$ cat config.mk
export PLATFORM = sky130hd
export DESIGN_NAME = live_interval_segment_table_unit
export DESIGN_NICKNAME = d
export VERILOG_FILES = /design/src/rtl/core/lis_pkg.sv /design/src/rtl/core/lis_ctrl.sv /design/src/rtl/core/lis_datapath.sv /design/src/rtl/core/live_interval_segment_table_unit.sv
export VERILOG_INCLUDE_DIRS = /design/src /design/src/rtl/core
export SDC_FILE = /design/constraint.sdc
export NUM_CORES = 1
export LEC_CHECK = 0
export BUFFER_PORTS_ARGS = -buffer_cell sky130_fd_sc_hd__buf_2
export CAP_MARGIN = 15
export CORE_MARGIN = 5
export CORE_UTILIZATION = 55
export DETAILED_ROUTE_END_ITERATION = 6
export HOLD_SLACK_MARGIN = 0.12
export MAX_ROUTING_LAYER = met4
export PLACE_DENSITY = 0.75
export SYNTH_ARGS = -nofsm -noshare
export SYNTH_HDL_FRONTEND = slang
export SYNTH_SLANG_ARGS = --single-unit
$ cat constraint.sdc
create_clock -name aclk -period 4.9 [get_ports aclk]
set_clock_uncertainty 0.15 [all_clocks]
set_input_delay 0.245 -clock aclk [delete_from_list [all_inputs] [get_ports aclk]]
set_output_delay 0.245 -clock aclk [all_outputs]
set_load 0.01 [all_outputs]
$ cat src/rtl/core/assert_macros.svh
// Assertion macros for RTL files that check their own logic.
`ifndef ASSERT_MACROS_SVH
`define ASSERT_MACROS_SVH

// Same-cycle implication, sampled on aclk, off while aresetn is low.
`define LIS_ASSERT_IMPL(name, ante, cons, msg) \
    name: assert property (@(posedge aclk) disable iff (!aresetn) (ante) |-> (cons)) \
        else $error(msg);

// Next-cycle implication, sampled on aclk, off while aresetn is low.
`define LIS_ASSERT_NEXT(name, ante, cons, msg) \
    name: assert property (@(posedge aclk) disable iff (!aresetn) (ante) |=> (cons)) \
        else $error(msg);

`endif

$ cat src/rtl/core/lis_pkg.sv
// Shared constants, field layout and controller/datapath interface types.
`default_nettype none

package lis_pkg;

    // Default sizes
    localparam int unsigned DEF_MAX_SEGMENTS = 16;
    localparam int unsigned DEF_MAX_VALUES   = 16;
    localparam int unsigned DEF_INDEX_BITS   = 16;

    // Fixed field widths
    localparam int unsigned ACTION_W      = 2;
    localparam int unsigned INDEX_FIELD_W = 16;
    localparam int unsigned SLOT_W        = 2;
    localparam int unsigned VALUE_W       = 4;
    localparam int unsigned WIDE_W        = 32;

    // Action codes
    localparam logic [ACTION_W-1:0] ACT_ADD_VALUE   = 2'd0;
    localparam logic [ACTION_W-1:0] ACT_ADD_SEGMENT = 2'd1;
    localparam logic [ACTION_W-1:0] ACT_QUERY       = 2'd2;

    // Input item layout in s_tdata
    localparam int unsigned S_START_INDEX_LSB = 0;
    localparam int unsigned S_START_SLOT_LSB  = 16;
    localparam int unsigned S_END_INDEX_LSB   = 18;
    localparam int unsigned S_END_SLOT_LSB    = 34;
    localparam int unsigned S_VALUE_LSB       = 36;
    localparam int unsigned S_PHI_LSB         = 40;
    localparam int unsigned S_TDATA_W         = 48;

    // Result item layout in m_tdata
    localparam int unsigned M_FIELDS_W = 44;
    localparam int unsigned M_TDATA_W  = 48;

    // Controller to datapath
    typedef struct packed {
        logic capture;
        logic val_add;
        logic set_full;
        logic ins_start;
        logic ins_shift;
        logic ins_place;
        logic scan_start;
        logic scan_step;
        logic val_read;
        logic out_load;
    } cmd_t;

    // Datapath to controller
    typedef struct packed {
        logic [ACTION_W-1:0] action;
        logic                val_full;
        logic                seg_full;
        logic                seg_empty;
        logic                seg_gt;
        logic                ptr_is_one;
        logic                scan_last;
        logic                out_busy;
    } sts_t;

endpackage

`default_nettype wire

$ cat src/rtl/core/lis_ctrl.sv
// Controller state machine sequencing adds, sorted inserts and queries.
`default_nettype none

module lis_ctrl (
    input  wire logic         aclk,
    input  wire logic         aresetn,
    input  wire logic         s_tvalid,
    output logic              s_tready,
    input  wire lis_pkg::sts_t sts,
    output lis_pkg::cmd_t     cmd
);

    typedef enum logic [2:0] {
        ST_IDLE,
        ST_DISPATCH,
        ST_INS_CMP,
        ST_INS_LAST,
        ST_QRY_SCAN,
        ST_QRY_VAL,
        ST_FINISH
    } state_t;

    state_t state_reg;
    state_t state_next;
    logic   s_tready_reg;

    // Next state and commands
    always_comb begin
        cmd        = '0;
        state_next = state_reg;
        unique case (state_reg)
            ST_IDLE: begin
                if (s_tvalid) begin
                    cmd.capture = 1'b1;
                    state_next  = ST_DISPATCH;
                end
            end
            ST_DISPATCH: begin
                unique case (sts.action)
                    lis_pkg::ACT_ADD_VALUE: begin
                        if (sts.val_full) begin
                            cmd.set_full = 1'b1;
                        end else begin
                            cmd.val_add = 1'b1;
                        end
                        state_next = ST_FINISH;
                    end
                    lis_pkg::ACT_ADD_SEGMENT: begin
                        if (sts.seg_full) begin
                            cmd.set_full = 1'b1;
                            state_next   = ST_FINISH;
                        end else begin
                            cmd.ins_start = 1'b1;
                            state_next    = sts.seg_empty ? ST_INS_LAST : ST_INS_CMP;
                        end
                    end
                    lis_pkg::ACT_QUERY: begin
                        if (sts.seg_empty) begin
                            state_next = ST_FINISH;
                        end else begin
                            cmd.scan_start = 1'b1;
                            state_next     = ST_QRY_SCAN;
                        end
                    end
                    default: begin
                        state_next = ST_FINISH;
                    end
                endcase
            end
            // walk down from the tail, moving entries that start later
            ST_INS_CMP: begin
                if (sts.seg_gt) begin
                    cmd.ins_shift = 1'b1;
                    if (sts.ptr_is_one) begin
                        state_next = ST_INS_LAST;
                    end
                end else begin
                    cmd.ins_place = 1'b1;
                    state_next    = ST_FINISH;
                end
            end
            ST_INS_LAST: begin
                cmd.ins_place = 1'b1;
                state_next    = ST_FINISH;
            end
            ST_QRY_SCAN: begin
                cmd.scan_step = 1'b1;
                if (sts.scan_last) begin
                    state_next = ST_QRY_VAL;
                end
            end
            ST_QRY_VAL: begin
                cmd.val_read = 1'b1;
                state_next   = ST_FINISH;
            end
            ST_FINISH: begin
                if (!sts.out_busy) begin
                    cmd.out_load = 1'b1;
                    state_next   = ST_IDLE;
                end
            end
            default: begin
                state_next = ST_IDLE;
            end
        endcase
    end

    // State and registered ready
    always_ff @(posedge aclk) begin
        if (!aresetn) begin
            state_reg    <= ST_IDLE;
            s_tready_reg <= 1'b1;
        end else begin
            state_reg    <= state_next;
            s_tready_reg <= (state_next == ST_IDLE);
        end
    end

    assign s_tready = s_tready_reg;

endmodule

`default_nettype wire

$ cat src/rtl/core/lis_datapath.sv
// Datapath: segment and value memories, counters, scan logic and result register.
`default_nettype none

module lis_datapath #(
    parameter int unsigned MAX_SEGMENTS = lis_pkg::DEF_MAX_SEGMENTS,
    parameter int unsigned MAX_VALUES   = lis_pkg::DEF_MAX_VALUES,
    parameter int unsigned INDEX_BITS   = lis_pkg::DEF_INDEX_BITS
) (
    input  wire logic                            aclk,
    input  wire logic                            aresetn,
    input  wire logic [lis_pkg::S_TDATA_W-1:0]   s_tdata,
    input  wire logic [lis_pkg::ACTION_W-1:0]    s_tuser,
    input  wire logic                            m_tready,
    input  wire lis_pkg::cmd_t                   cmd,
    output lis_pkg::sts_t                        sts,
    output logic                                 m_tvalid,
    output logic [lis_pkg::M_TDATA_W-1:0]        m_tdata
);

    localparam int unsigned KEY_W     = INDEX_BITS + 2;
    localparam int unsigned SEG_W     = 2 * KEY_W + lis_pkg::VALUE_W;
    localparam int unsigned VAL_W     = KEY_W + 1;
    localparam int unsigned SEG_IDX_W = $clog2(MAX_SEGMENTS);
    localparam int unsigned SEG_CNT_W = $clog2(MAX_SEGMENTS + 1);
    localparam int unsigned VAL_IDX_W = $clog2(MAX_VALUES);
    localparam int unsigned VAL_CNT_W = $clog2(MAX_VALUES + 1);
    localparam int unsigned VID_CMP_W =
        (VAL_CNT_W > lis_pkg::VALUE_W) ? VAL_CNT_W : lis_pkg::VALUE_W;
    localparam int unsigned PAD_W     = lis_pkg::M_TDATA_W - lis_pkg::M_FIELDS_W;

    // Index truncated to INDEX_BITS, slot appended below it
    function automatic logic [KEY_W-1:0] make_key(
        input logic [lis_pkg::INDEX_FIELD_W-1:0] idx,
        input logic [lis_pkg::SLOT_W-1:0]        slot
    );
        logic [lis_pkg::WIDE_W-1:0] wide;
        wide = lis_pkg::WIDE_W'(idx);
        return {wide[INDEX_BITS-1:0], slot};
    endfunction

    // Memories: segment entry is {start, end, value}, value entry is {key, phi}
    logic [SEG_W-1:0] seg_mem [MAX_SEGMENTS];
    logic [VAL_W-1:0] val_mem [MAX_VALUES];

    // Item registers
    logic [lis_pkg::ACTION_W-1:0] action_reg;
    logic [KEY_W-1:0]             skey_reg;
    logic [KEY_W-1:0]             ekey_reg;
    logic [lis_pkg::VALUE_W-1:0]  vnum_reg;
    logic                         phi_reg;

    // Control and scan registers
    logic [SEG_CNT_W-1:0]         seg_count_reg, seg_count_next;
    logic [VAL_CNT_W-1:0]         val_count_reg, val_count_next;
    logic [SEG_IDX_W-1:0]         ptr_reg, ptr_next;
    logic                         live_reg, live_next;
    logic                         found_reg, found_next;
    logic [lis_pkg::VALUE_W-1:0]  vid_reg, vid_next;
    logic                         full_reg, full_next;
    logic                         m_tvalid_reg, m_tvalid_next;
    logic [lis_pkg::M_TDATA_W-1:0] m_tdata_reg;

    // Registered read data
    logic [SEG_W-1:0]             rd_seg_reg;
    logic [VAL_W-1:0]             rd_val_reg;

    logic [SEG_IDX_W-1:0]         seg_rd_addr;
    logic [SEG_CNT_W-1:0]         seg_count_m1;
    logic [SEG_CNT_W-1:0]         ptr_ext;
    logic [KEY_W-1:0]             rd_start;
    logic [KEY_W-1:0]             rd_end;
    logic [lis_pkg::VALUE_W-1:0]  rd_value;
    logic                         hit;
    logic                         vid_ok;
    logic [VID_CMP_W-1:0]         vid_ext;
    logic [VAL_IDX_W-1:0]         val_rd_addr;
    logic [KEY_W-1:0]             new_skey;
    logic [KEY_W-1:0]             new_ekey;

    // Result fields
    logic [KEY_W-1:0]             def_key;
    logic                         def_phi;
    logic [lis_pkg::WIDE_W-1:0]   def_index_wide;
    logic [lis_pkg::INDEX_FIELD_W-1:0] res_def_index;
    logic [lis_pkg::SLOT_W-1:0]   res_def_slot;
    logic                         res_def_phi;
    logic [lis_pkg::VALUE_W-1:0]  res_vid;
    logic [lis_pkg::INDEX_FIELD_W-1:0] res_reach_index;
    logic [lis_pkg::SLOT_W-1:0]   res_reach_slot;
    logic [lis_pkg::M_TDATA_W-1:0] result;

    assign new_skey = make_key(s_tdata[lis_pkg::S_START_INDEX_LSB +: lis_pkg::INDEX_FIELD_W],
                               s_tdata[lis_pkg::S_START_SLOT_LSB +: lis_pkg::SLOT_W]);
    assign new_ekey = make_key(s_tdata[lis_pkg::S_END_INDEX_LSB +: lis_pkg::INDEX_FIELD_W],
                               s_tdata[lis_pkg::S_END_SLOT_LSB +: lis_pkg::SLOT_W]);

    // Fields of the entry read last cycle
    assign rd_value = rd_seg_reg[lis_pkg::VALUE_W-1:0];
    assign rd_end   = rd_seg_reg[lis_pkg::VALUE_W +: KEY_W];
    assign rd_start = rd_seg_reg[lis_pkg::VALUE_W + KEY_W +: KEY_W];

    assign hit    = (rd_start <= skey_reg) && (skey_reg < rd_end);
    assign vid_ok = VID_CMP_W'(rd_value) < VID_CMP_W'(val_count_reg);

    assign seg_count_m1 = seg_count_reg - SEG_CNT_W'(1);
    assign ptr_ext      = SEG_CNT_W'(ptr_reg);
    assign vid_ext      = VID_CMP_W'(vid_reg);
    assign val_rd_addr  = vid_ext[VAL_IDX_W-1:0];

    // Segment read address
    always_comb begin
        seg_rd_addr = ptr_reg;
        if (cmd.ins_start) begin
            seg_rd_addr = seg_count_m1[SEG_IDX_W-1:0];
        end else if (cmd.ins_shift) begin
            seg_rd_addr = ptr_reg - SEG_IDX_W'(2);
        end else if (cmd.scan_start) begin
            seg_rd_addr = '0;
        end else if (cmd.scan_step) begin
            seg_rd_addr = ptr_reg + SEG_IDX_W'(1);
        end
    end

    // Next values of counters, pointer and scan results
    always_comb begin
        seg_count_next = seg_count_reg;
        val_count_next = val_count_reg;
        ptr_next       = ptr_reg;
        live_next      = live_reg;
        found_next     = found_reg;
        vid_next       = vid_reg;
        full_next      = full_reg;
        m_tvalid_next  = m_tvalid_reg;

        if (cmd.capture) begin
            live_next  = 1'b0;
            found_next = 1'b0;
            vid_next   = '0;
            full_next  = 1'b0;
        end
        if (cmd.set_full) begin
            full_next = 1'b1;
        end
        if (cmd.val_add) begin
            val_count_next = val_count_reg + VAL_CNT_W'(1);
        end
        if (cmd.ins_start) begin
            ptr_next = seg_count_reg[SEG_IDX_W-1:0];
        end
        if (cmd.ins_shift) begin
            ptr_next = ptr_reg - SEG_IDX_W'(1);
        end
        if (cmd.ins_place) begin
            seg_count_next = seg_count_reg + SEG_CNT_W'(1);
        end
        if (cmd.scan_start) begin
            ptr_next = '0;
        end
        // first containing segment with a defined value wins
        if (cmd.scan_step) begin
            ptr_next = ptr_reg + SEG_IDX_W'(1);
            if (hit) begin
                live_next = 1'b1;
                if (!found_reg && vid_ok) begin
                    found_next = 1'b1;
                    vid_next   = rd_value;
                end
            end
        end
        if (m_tvalid_reg && m_tready) begin
            m_tvalid_next = 1'b0;
        end
        if (cmd.out_load) begin
            m_tvalid_next = 1'b1;
        end
    end

    // Result fields from the value read
    assign def_key        = rd_val_reg[VAL_W-1:1];
    assign def_phi        = rd_val_reg[0];
    assign def_index_wide = lis_pkg::WIDE_W'(def_key[KEY_W-1:2]);

    always_comb begin
        res_vid         = '0;
        res_def_index   = '0;
        res_def_slot    = '0;
        res_def_phi     = 1'b0;
        res_reach_index = '0;
        res_reach_slot  = '0;
        if (found_reg) begin
            res_vid       = vid_reg;
            res_def_index = def_index_wide[lis_pkg::INDEX_FIELD_W-1:0];
            res_def_slot  = def_key[lis_pkg::SLOT_W-1:0];
            res_def_phi   = def_phi;
            if (!def_phi) begin
                res_reach_index = def_index_wide[lis_pkg::INDEX_FIELD_W-1:0];
                res_reach_slot  = def_key[lis_pkg::SLOT_W-1:0];
            end
        end
    end

    assign result = {{PAD_W{1'b0}}, full_reg, res_reach_slot, res_reach_index, res_def_phi,
                     res_def_slot, res_def_index, res_vid, found_reg, live_reg};

    // Control registers
    always_ff @(posedge aclk) begin
        if (!aresetn) begin
            seg_count_reg <= '0;
            val_count_reg <= '0;
            m_tvalid_reg  <= 1'b0;
        end else begin
            seg_count_reg <= seg_count_next;
            val_count_reg <= val_count_next;
            m_tvalid_reg  <= m_tvalid_next;
        end
    end

    // Payload and scan registers
    always_ff @(posedge aclk) begin
        ptr_reg   <= ptr_next;
        live_reg  <= live_next;
        found_reg <= found_next;
        vid_reg   <= vid_next;
        full_reg  <= full_next;
        if (cmd.capture) begin
            action_reg <= s_tuser;
            skey_reg   <= new_skey;
            ekey_reg   <= new_ekey;
            vnum_reg   <= s_tdata[lis_pkg::S_VALUE_LSB +: lis_pkg::VALUE_W];
            phi_reg    <= s_tdata[lis_pkg::S_PHI_LSB];
        end
        if (cmd.out_load) begin
            m_tdata_reg <= result;
        end
    end

    // Segment memory: one write, one registered read per cycle
    always_ff @(posedge aclk) begin
        if (cmd.ins_shift) begin
            seg_mem[ptr_reg] <= rd_seg_reg;
        end else if (cmd.ins_place) begin
            seg_mem[ptr_reg] <= {skey_reg, ekey_reg, vnum_reg};
        end
        rd_seg_reg <= seg_mem[seg_rd_addr];
    end

    // Value memory
    always_ff @(posedge aclk) begin
        if (cmd.val_add) begin
            val_mem[val_count_reg[VAL_IDX_W-1:0]] <= {skey_reg, phi_reg};
        end
        if (cmd.val_read) begin
            rd_val_reg <= val_mem[val_rd_addr];
        end
    end

    // Status
    assign sts.action     = action_reg;
    assign sts.val_full   = (val_count_reg == VAL_CNT_W'(MAX_VALUES));
    assign sts.seg_full   = (seg_count_reg == SEG_CNT_W'(MAX_SEGMENTS));
    assign sts.seg_empty  = (seg_count_reg == '0);
    assign sts.seg_gt     = (rd_start > skey_reg);
    assign sts.ptr_is_one = (ptr_reg == SEG_IDX_W'(1));
    assign sts.scan_last  = (ptr_ext == seg_count_m1);
    assign sts.out_busy   = m_tvalid_reg && !m_tready;

    assign m_tvalid = m_tvalid_reg;
    assign m_tdata  = m_tdata_reg;

endmodule

`default_nettype wire

$ cat src/rtl/core/live_interval_segment_table_unit.sv
// Top level of the live interval segment table: controller, datapath and checks.
`default_nettype none

`include "assert_macros.svh"

// Keeps a table of value definitions and a start-ordered table of half-open
// live segments, and answers liveness and reaching-definition queries for a
// program point (index plus slot, ordered B < d < e < r). The operation is
// chosen by s_tuser; every item returns exactly one result item. Items are
// handled one at a time. Adding a segment walks down from the tail past the
// stored segments that start after the new one, and a query walks all the
// stored segments, one entry per cycle through the segment memory's single
// read port. Adding a value, an add dropped on a full table, and an unused
// action code go straight to the result. A finished result waits in the
// output register while the next item is accepted; only the final load of
// that next result waits for it to be taken. A full table drops the add and
// reports table_full.
module live_interval_segment_table_unit #(
    parameter int unsigned MAX_SEGMENTS = lis_pkg::DEF_MAX_SEGMENTS,
    parameter int unsigned MAX_VALUES   = lis_pkg::DEF_MAX_VALUES,
    parameter int unsigned INDEX_BITS   = lis_pkg::DEF_INDEX_BITS
) (
    input  wire logic                          aclk,
    input  wire logic                          aresetn,
    input  wire logic                          s_tvalid,
    output logic                               s_tready,
    // start_index[15:0], start_slot[17:16], end_index[33:18], end_slot[35:34],
    // value_number[39:36], phi_flag[40], zero[47:41]
    input  wire logic [lis_pkg::S_TDATA_W-1:0] s_tdata,
    // action[1:0]
    input  wire logic [lis_pkg::ACTION_W-1:0]  s_tuser,
    output logic                               m_tvalid,
    input  wire logic                          m_tready,
    // live[0], found[1], value_id[5:2], def_index[21:6], def_slot[23:22],
    // def_is_phi[24], reaching_index[40:25], reaching_slot[42:41],
    // table_full[43], zero[47:44]
    output logic [lis_pkg::M_TDATA_W-1:0]      m_tdata
);

    lis_pkg::cmd_t cmd;
    lis_pkg::sts_t sts;

    lis_ctrl u_ctrl (
        .aclk     (aclk),
        .aresetn  (aresetn),
        .s_tvalid (s_tvalid),
        .s_tready (s_tready),
        .sts      (sts),
        .cmd      (cmd)
    );

    lis_datapath #(
        .MAX_SEGMENTS (MAX_SEGMENTS),
        .MAX_VALUES   (MAX_VALUES),
        .INDEX_BITS   (INDEX_BITS)
    ) u_datapath (
        .aclk     (aclk),
        .aresetn  (aresetn),
        .s_tdata  (s_tdata),
        .s_tuser  (s_tuser),
        .m_tready (m_tready),
        .cmd      (cmd),
        .sts      (sts),
        .m_tvalid (m_tvalid),
        .m_tdata  (m_tdata)
    );

    // A new result never overwrites one still waiting downstream
    `LIS_ASSERT_IMPL(a_load_free, cmd.out_load, !sts.out_busy, "result loaded over a pending item")
    // Once an item is taken, the input stays closed while it is worked on
    `LIS_ASSERT_NEXT(a_busy_after_accept, cmd.capture, !s_tready, "input open during work")
    // A scan is only started on a non-empty segment table
    `LIS_ASSERT_IMPL(a_scan_nonempty, cmd.scan_start, !sts.seg_empty, "scan of empty table")

endmodule

`default_nettype wire

Yosys cells after proc, flatten, opt, wreduce, memory -nomap -nowiden
Memories as Yosys holds them, arrays and structs flattened. A register that Yosys moved wholly into a read port is not among the register bits.
Cells that the tools add are included.
Word-level totals
  memories kept: 2
  input port bits: 54
  output and inout port bits: 50
  logic and storage cells: 118
  bits in registers: 113
  memory bits (writable): 944
Memory list
  u_datapath.seg_mem: depth 16, bits a word 40, read ports 1, clocked after memory_dff 1, wr ports 1, line lis_datapath.sv:42  | logic [SEG_W-1:0] seg_mem [MAX_SEGMENTS];
  u_datapath.val_mem: depth 16, bits a word 19, read ports 1, clocked after memory_dff 1, wr ports 1, line lis_datapath.sv:43  | logic [VAL_W-1:0] val_mem [MAX_VALUES];
Operators by class
  bitwise operators: 2
  add/sub/neg operators: 6
  reduce and logical (&&, ||, !) cells: 14
  mux-type cells: 60
  $lt $le $gt $ge: 4
  equal/unequal tests: 12
Operator list (count)
  4-bit 2-to-1 mux: 12
  40-bit 2-to-1 mux: 1
  1-bit 2-to-1 mux: 35
  3-bit 2-to-1 mux: 7
  18-bit > comparator: 1
  18-bit <= comparator: 1
  18-bit < comparator: 1
  3-bit one-hot mux with 6 select lines: 1
  5-bit by 1-bit adder with 5-bit output (second input constant): 2
  5-bit == test (second input constant): 2
  3-bit == test (second input constant): 3
  3-bit by 2-bit == test with 1-bit output (second input constant): 2
  3-bit logical NOT: 2
  3-bit one-hot mux with 2 select lines: 1
  4-bit by 5-bit == test with 1-bit output: 1
  5-bit logical NOT: 1
  4-bit by 5-bit < comparator with 1-bit output: 1
  5-bit by 1-bit subtractor with 5-bit output (second input constant): 1
  4-bit by 1-bit adder with 4-bit output (second input constant): 1
  4-bit by 1-bit == test with 1-bit output (second input constant): 1
  1-bit logical AND: 4
  1-bit one-hot mux with 2 select lines: 2
  4-bit nonzero test: 1
  2-bit OR reduction: 2
  11 further kinds: 12

Longest topological paths before layout
Gate-level depths: netlist (run 1).
  depth in word-level cells: 8
  mapped depth: 14
  mapped depth without buffers: 11

Cells and area by module
A second synthesis (run 1) with hierarchy kept.
Unflattened totals
  cells, all modules: 2456
  area, all modules: 44391.3 sq um
By module, submodules not included
  lis_datapath: times used 1, sequential area each 32811.5 sq um, area an instance 43984.7 sq um, cells an instance 2407
  lis_ctrl: times used 1, sequential area each 80.1 sq um, area an instance 406.6 sq um, cells an instance 49

Worst setup path before layout (run 1)
Ideal clock, no wire load.
  kind: reg2reg
  from: reg u_ctrl.state_reg[1]
  to: reg u_datapath.m_tdata_reg (netlist bit u_datapath.m_tdata[0]), enable pin
  library setup time: 500 ps
  slack: 661 ps
  stages on the path, launching flop included: 4
  clock period less this slack: 4239 ps
  buffers on the path: 1
  data required time: 4250 ps
  arrival time: 3589 ps
  path through: dfxtp_1 > buf_2 > nand2_1 > nor3_1
RTL lines
  from (decl): line lis_ctrl.sv:23  | state_t state_reg;
  from (signal assigned): line lis_ctrl.sv:114  | state_reg <= state_next;
  to (signal assigned): line lis_datapath.sv:233  | m_tdata_reg <= result;
  to (decl): line lis_datapath.sv:61  | logic [lis_pkg::M_TDATA_W-1:0] m_tdata_reg;

Final worst setup path (run 1)
  from: reg u_datapath.skey_reg[15]
  to: reg u_datapath.rd_seg_reg[20], read port of u_datapath.seg_mem
Between the ends
  cells in the longest elaborated chain, start to end: 5
Ends and longest elaborated chain
  from (decl): line lis_datapath.sv:47  | logic [KEY_W-1:0] skey_reg;
  from (signal assigned): line lis_datapath.sv:227  | skey_reg <= new_skey;
  18-bit > comparator: line lis_datapath.sv:262  | assign sts.seg_gt = (rd_start > skey_reg);
  1-bit 2-to-1 mux: line lis_ctrl.sv:72  | if (sts.seg_gt) begin
  1-bit 2-to-1 mux: line lis_ctrl.sv:31  | unique case (state_reg)
  4-bit 2-to-1 mux: line lis_datapath.sv:115  | end else if (cmd.ins_shift) begin
  4-bit 2-to-1 mux: line lis_datapath.sv:113  | if (cmd.ins_start) begin
  to (decl): line lis_datapath.sv:64  | logic [SEG_W-1:0] rd_seg_reg;
No other way between the ends.
A chain may end at the register's enable or synchronous reset.

==> results of run 1 <==
## cell families after synthesis
logic type      Yosys count
compound gates          211
fa+ha+maj                56
other cells               1
mux                     520
simple gates            332
flops                  1116
buf+inv                 184
xor+xnor                 20
## layout make-up
cell class,instances,share of cell area
clock buffer,145,0.05950
multi-input combinational,1143,0.2114
antenna,2,0.00009909
inverter,55,0.004087
timing repair buffer,236,0.03562
tap,1060,0.02626
clock inverter,59,0.01169
sequential,1116,0.6513
## placed cells by master (no fill, tap or decap), types with 12 or more instances in the layout
master         count
a21oi_1           20
a22oi_1           40
and2_1            30
and2_2            14
buf_2             93
buf_4             76
clkbuf_1          24
clkbuf_16        111
clkinv_1          22
clkinv_2          17
dfxtp_1           60
dlygate4sd3_1     55
edfxtp_1        1054
ha_1              56
inv_1             54
mux2_2           100
mux2i_1          324
mux4_2            95
nand2_1          134
nand3_1           49
nand4_1           12
nor2_1            15
nor2b_1           26
o211ai_1          83
o21ai_0           25
xnor2_1           13
## routing by layer
layer	up-vias	share of wire	GRT usage
met5	-	0	-
met4	0	0.036	0.08124
met3	215	0.077	0.03909
met2	1001	0.51	0.3938
met1	11810	0.38	0.3016
li1	10030	-	-
## worst reg2reg max path, stage by stage (launching register included)
cell	delay, ps
edfxtp_1	700
inv_1	90
ha_1	320
nand4_1	190
nor2_1	250
nand4_1	280
nor2b_1	250
nand2_1	350
a41oi_1	380
nor2_4	660
buf_4	380
o211ai_1	140
nand3_1	110
## power by group through the flow
stage	Sequential [mW]	Combinational [mW]	Clock [mW]
after floorplan	12.3	4.68	0
after global placement	12.5	6.06	0
after detailed placement	12.5	6.34	0
after CTS	12.3	6.42	8.43
after global routing	12.3	7.02	8.89
final	12.3	6.45	8.34
## how the worst max path moves through the flow
stage / end / slack [ps] / cells after the start / start
2_1_floorplan: u_datapath.m_tdata[0] / 660 / 3 / u_ctrl.state_reg[1]
3_3_place_gp: u_datapath.seg_mem[2][2] / 680 / 10 / u_datapath.skey_reg[15]
3_5_place_dp: u_datapath.seg_mem[1][18] / 510 / 9 / u_datapath.skey_reg[15]
4_1_cts: u_datapath.seg_mem[6][16] / 460 / 9 / u_datapath.skey_reg[15]
5_1_grt: u_datapath.rd_seg_reg[10] / 320 / 12 / u_datapath.skey_reg[15]
6_report: u_datapath.rd_seg_reg[20] / 560 / 12 / u_datapath.skey_reg[15]
## stage by stage
step | worst slack, ps | instances | util
global route | 315.3 | 3815 | 0.6301
detailed placement | 513.4 | 3552 | 0.5779
CTS | 459.9 | 3811 | 0.6297
finish | 563.3 | 3816 | 0.6301
floorplan | 661.2 | 2443 | -
global placement | 679.5 | 3551 | 0.5779
## timing repair
action	in CTS	in global routing
setup buffers	0	0
hold buffers	55	0
endpoints found under the hold margin	58	0
==> metrics.yaml, run 1 <==
report.final.slew_viol_count: 0
p_switching_mw: 7.802
timing_hold_violations_final: 0
clkSinkCount: 1116
fin_nets: 2771
synth_fa_ha_area_frac: 0.01581
synthXorXnorAreaFrac: 0.003953
synth-seq-cells: 1116
hp-start: "s_tdata[31]"
worst_hold_slack_ps: 146.7
cpMostUsedCell: "nand4_1"
cts_buffers: 109
wl_per_cell_um: 26.26
seqPwrFrac: 0.454
setup-violations-final: 0
clk_latency_ps: 670
clk_pin_slew_ps: 60
synth_top_family_by_area: "multiplexers"
synthFlopType: "edfxtp_1"
worst_pin_slew_ps: 1210
antenna_left: 0
whs_endpoint: "u_datapath.ekey_reg[15]"
design.die.area_um2: 86350
crit_chain: "inv_1 > ha_1 > nand4_1 > nor2_1 > nand4_1 > nor2b_1 > nand2_1 > a41oi_1 > nor2_4 > buf_4 > o211ai_1 > nand3_1"
root_buffer: "clkbuf_16"
cp-end-kind: "flop"
worstReg2RegEnd: "u_datapath.rd_seg_reg[20]"
r2r_setup_slack_ps: 560
port_buffers: 92
num-fill-cells: 5440
status: "finished, final reports clean"
min_period_ps: 4337
syn_area_per_cell_um2: 18.16
gp_congestion: 0.7998
regArea_um2: 32900
antenna_found_initial: 4
placementRows: 104
syn2layout_area_growth_pct: 13.98
critPathBufInv: 2
ys_async_sr_fraction: 0
slew_headroom: 0.1936
synth_area_leaders: "edfxtp_1 (71%), mux2i_1 (7.3%), mux4_2 (4.8%)"
yosys.area.top_type: "edfxtp_1"
cp.required_ps: 5340
pwr-share-comb: 0.238
cts_max_path_buffers: 3
swShare: 0.2882
grt_pass1_vias: 23370
grt_overflow: 0
drtIter0Drc: 2085
synth.most_common_cell: "edfxtp_1"
cts_resized: 0
vdd.ir_drop.worst_mv: 0.5786
synthMuxAreaShare: 0.1471
netlist_area_um2: 44320
grt_pass1_wl_um: 148500
cts_tree: "yes"
start_util: 0.5529
slowest_delay_ps: 700
finalInstanceArea_um2: 50510
crit_type: "reg -> reg"
fmaxAchievable_mhz: 230.6
num_vias: 23060
intPower_mw: 19.27
drc: 0
synth_compound_area_frac: 0.03315
drt_pass1_iterations: 5
htree_levels: 3
yosys-top-cells-count: "edfxtp_1 (1054), mux2i_1 (324), nand2_1 (134)"
die_h_um: 293.9
placed_cell_area_um2: 46330
syn_inst: 2440
grt_util_all_layers: 0.2371
drive_gt1_frac: 0.2121
multiInputGateArea_um2: 10680
r2r_start: "u_datapath.skey_reg[15]"
critPathTopFamily: "simple AND/OR/NAND/NOR gates"
vias_per_cell: 6.042
io_pins: 104
grt_max_degree: 105
drv_cap: 0
synth_cell_types: 58
yosysWarnings: 0
seq_area_frac_synth: 0.7422
synth-edff-count: 1054
crit_path_top_delay_cell: "edfxtp_1"
period_share: 0.8850
power.density_nw_per_um2: 535.9
hpwlAfterDp_um: 55920
p_leak_nw: 17.52
r2r_cells: 12
synthSimpleGateAreaFrac: 0.03699
synth_top_area_frac: 0.7142
die_w_um: 293.9
min_path_cells: 2
core_area_um2: 80160
drt-total-wl_um: 100200
fin_tns_setup_ps: 0
hp-class: "in -> reg"
cp-start-kind: "flop"
cp_data_arrival_time_ps: 4780
power_mw: 27.07
largest_register_ffs: 640
crit_fanout: 19
rsz0062_at_grt: "false"
pwr-share-clk: 0.308
Power figures use the tool's default switching activity.
==> run 2: changes to the inputs <==
- CORE_ASPECT_RATIO: default -> 1.2
==> run 2 against run 1 <==
Global-route usage fell by 0.35 points; worst setup slack better by 82 ps; worst hold slack better by 1.6 ps; critical path type unchanged; critical endpoint is now u_datapath.rd_seg_reg[27].
==> metrics.yaml, run 2 (synthesized netlist as in run 1, its figures left out) <==
die_w_um: 269.1
r2r_cells: 12
fin_util: 0.6257
timing_hold_violations_final: 0
finalInstanceArea_um2: 50250
clkSinkCount: 1116
p_leak_nw: 17.36
cp_data_arrival_time_ps: 4710
drtIter0Drc: 2445
final_cell_mix: "edfxtp_1 (1054), mux2i_1 (324), nand2_1 (134)"
slew_headroom: 0.2630
root_buffer: "clkbuf_16"
placementRows: 114
drt_pass1_iterations: 5
htree_levels: 3
cts_resized: 0
critPathLaunch: "u_datapath.skey_reg[1]"
gp_congestion: 0.8098
cp-start-kind: "flop"
vias_per_cell: 6.024
power.density_nw_per_um2: 530.3
report.final.slew_viol_count: 0
r2r_start: "u_datapath.skey_reg[1]"
port_buffers: 92
critPathBufInv: 2
die_h_um: 320.9
num_vias: 22780
cp_num_cells: 12
drc: 0
cts_tree: "yes"
vdd.ir_drop.worst_mv: 0.4550
clk_pin_slew_ps: 60
cts_buffers: 104
cts_max_path_buffers: 3
drv_cap: 0
cp-end-kind: "flop"
wl_per_cell_um: 26.21
grt_pass1_vias: 23200
final_common_cell: "edfxtp_1"
worst_pin_slew_ps: 1105
grt_overflow: 0
clk_latency_ps: 680
status: "finished, final reports clean"
core_area_um2: 80300
slowest_delay_ps: 820
design.die.area_um2: 86370
drive_gt1_frac: 0.2071
layout_setup_ws_ps: 645.5
r2r_setup_slack_ps: 650
min_period_ps: 4255
pre_cts_ws_ps: 605.3
crit_type: "reg -> reg"
crit_chain: "inv_1 > ha_1 > nand2b_1 > a21oi_1 > a211oi_1 > o211ai_2 > nand2_1 > mux2_2 > nor2_4 > buf_4 > o211ai_1 > nand3_1"
hp-class: "in -> reg"
diodes: 0
antenna_left: 0
fmaxAchievable_mhz: 235.0
worst_hold_slack_ps: 148.2
crit_end: "u_datapath.rd_seg_reg[27]"
fin_nets: 2759
rsz0062_at_grt: "false"
fin_tns_setup_ps: 0
crit_fanout: 19
drt-total-wl_um: 99120
worstReg2RegEnd: "u_datapath.rd_seg_reg[27]"
hpwlAfterDp_um: 56590
crit_path_top_delay_cell: "edfxtp_1"
grt_util_all_layers: 0.2336
grt_max_degree: 85
largest_register_ffs: 640
cp.required_ps: 5350
syn2layout_area_growth_pct: 13.39
io_pins: 104
placed_cell_area_um2: 46320
setup-violations-final: 0
critPathTopFamily: "simple AND/OR/NAND/NOR gates"
period_share: 0.8683
grt_pass1_wl_um: 147100
antenna_found_initial: 1
start_util: 0.5518
## run 2: worst register-to-register path, delay by kind of cell, from the launching register on
family,cells,cell delay (ps)
muxes,1,430
AOI/OAI and AO/OA,4,860
adders and majority gates,1,340
and+or+nand+nor,4,1050
DFF,1,820
buffers and inverters,2,530
## run 2: how the worst min path moves through the flow
stage / start / end / slack [ps] / cells after the start
2_1_floorplan: s_tuser[0] / u_datapath.action_reg[0] / 190 / 0
3_3_place_gp: s_tdata[34] / u_datapath.ekey_reg[0] / 270 / 1
3_5_place_dp: s_tdata[29] / u_datapath.ekey_reg[13] / 270 / 1
4_1_cts: s_tdata[22] / u_datapath.ekey_reg[6] / 120 / 2
5_1_grt: s_tdata[34] / u_datapath.ekey_reg[0] / 140 / 2
6_report: s_tdata[19] / u_datapath.ekey_reg[3] / 150 / 2
## run 2: final cells by class
cell class                      count  area, µm²
Inverter                           55      206.4
Sequential cell                  1116      32900
Clock inverter                     57      520.5
Clock buffer                      138       2821
Multi-Input combinational cell   1143      10700
Fill cell                        5475      30060
Timing Repair Buffer              229       1797
Tap cell                         1044       1306
## run 2: power breakdown
group          leakage [nW]  total [mW]  switching [mW]  internal, mW
Combinational          5.61        6.52            4.08          2.44
Sequential             10.1        12.3           0.317          12.0
Clock                  1.63        7.85            3.42          4.43
Total                  17.4        26.6            7.81          18.8
## run 2: through the flow
step / std cells / power, mW
2_1_floorplan: 2443 / 17.01
3_3_place_gp: 3526 / 18.63
3_5_place_dp: 3528 / 18.90
4_1_cts: 3782 / 26.75
5_1_grt: 3782 / 27.72
6_report: 3782 / 26.64
## run 2: what timing repair did
action / CTS / global route
endpoints found under the hold margin: 58 / 0
hold buffers: 59 / 0
setup buffers: 0 / 0
## run 2: metal layers
| layer | up-vias | wire (µm) | track usage |
|---|---|---|---|
| met5 | - | 0 | - |
| met4 | 0 | 3110 | 0.07495 |
| met3 | 168 | 6329 | 0.03499 |
| met2 | 903 | 51190 | 0.4036 |
| met1 | 11710 | 38490 | 0.2887 |
| li1 | 10010 | - | - |
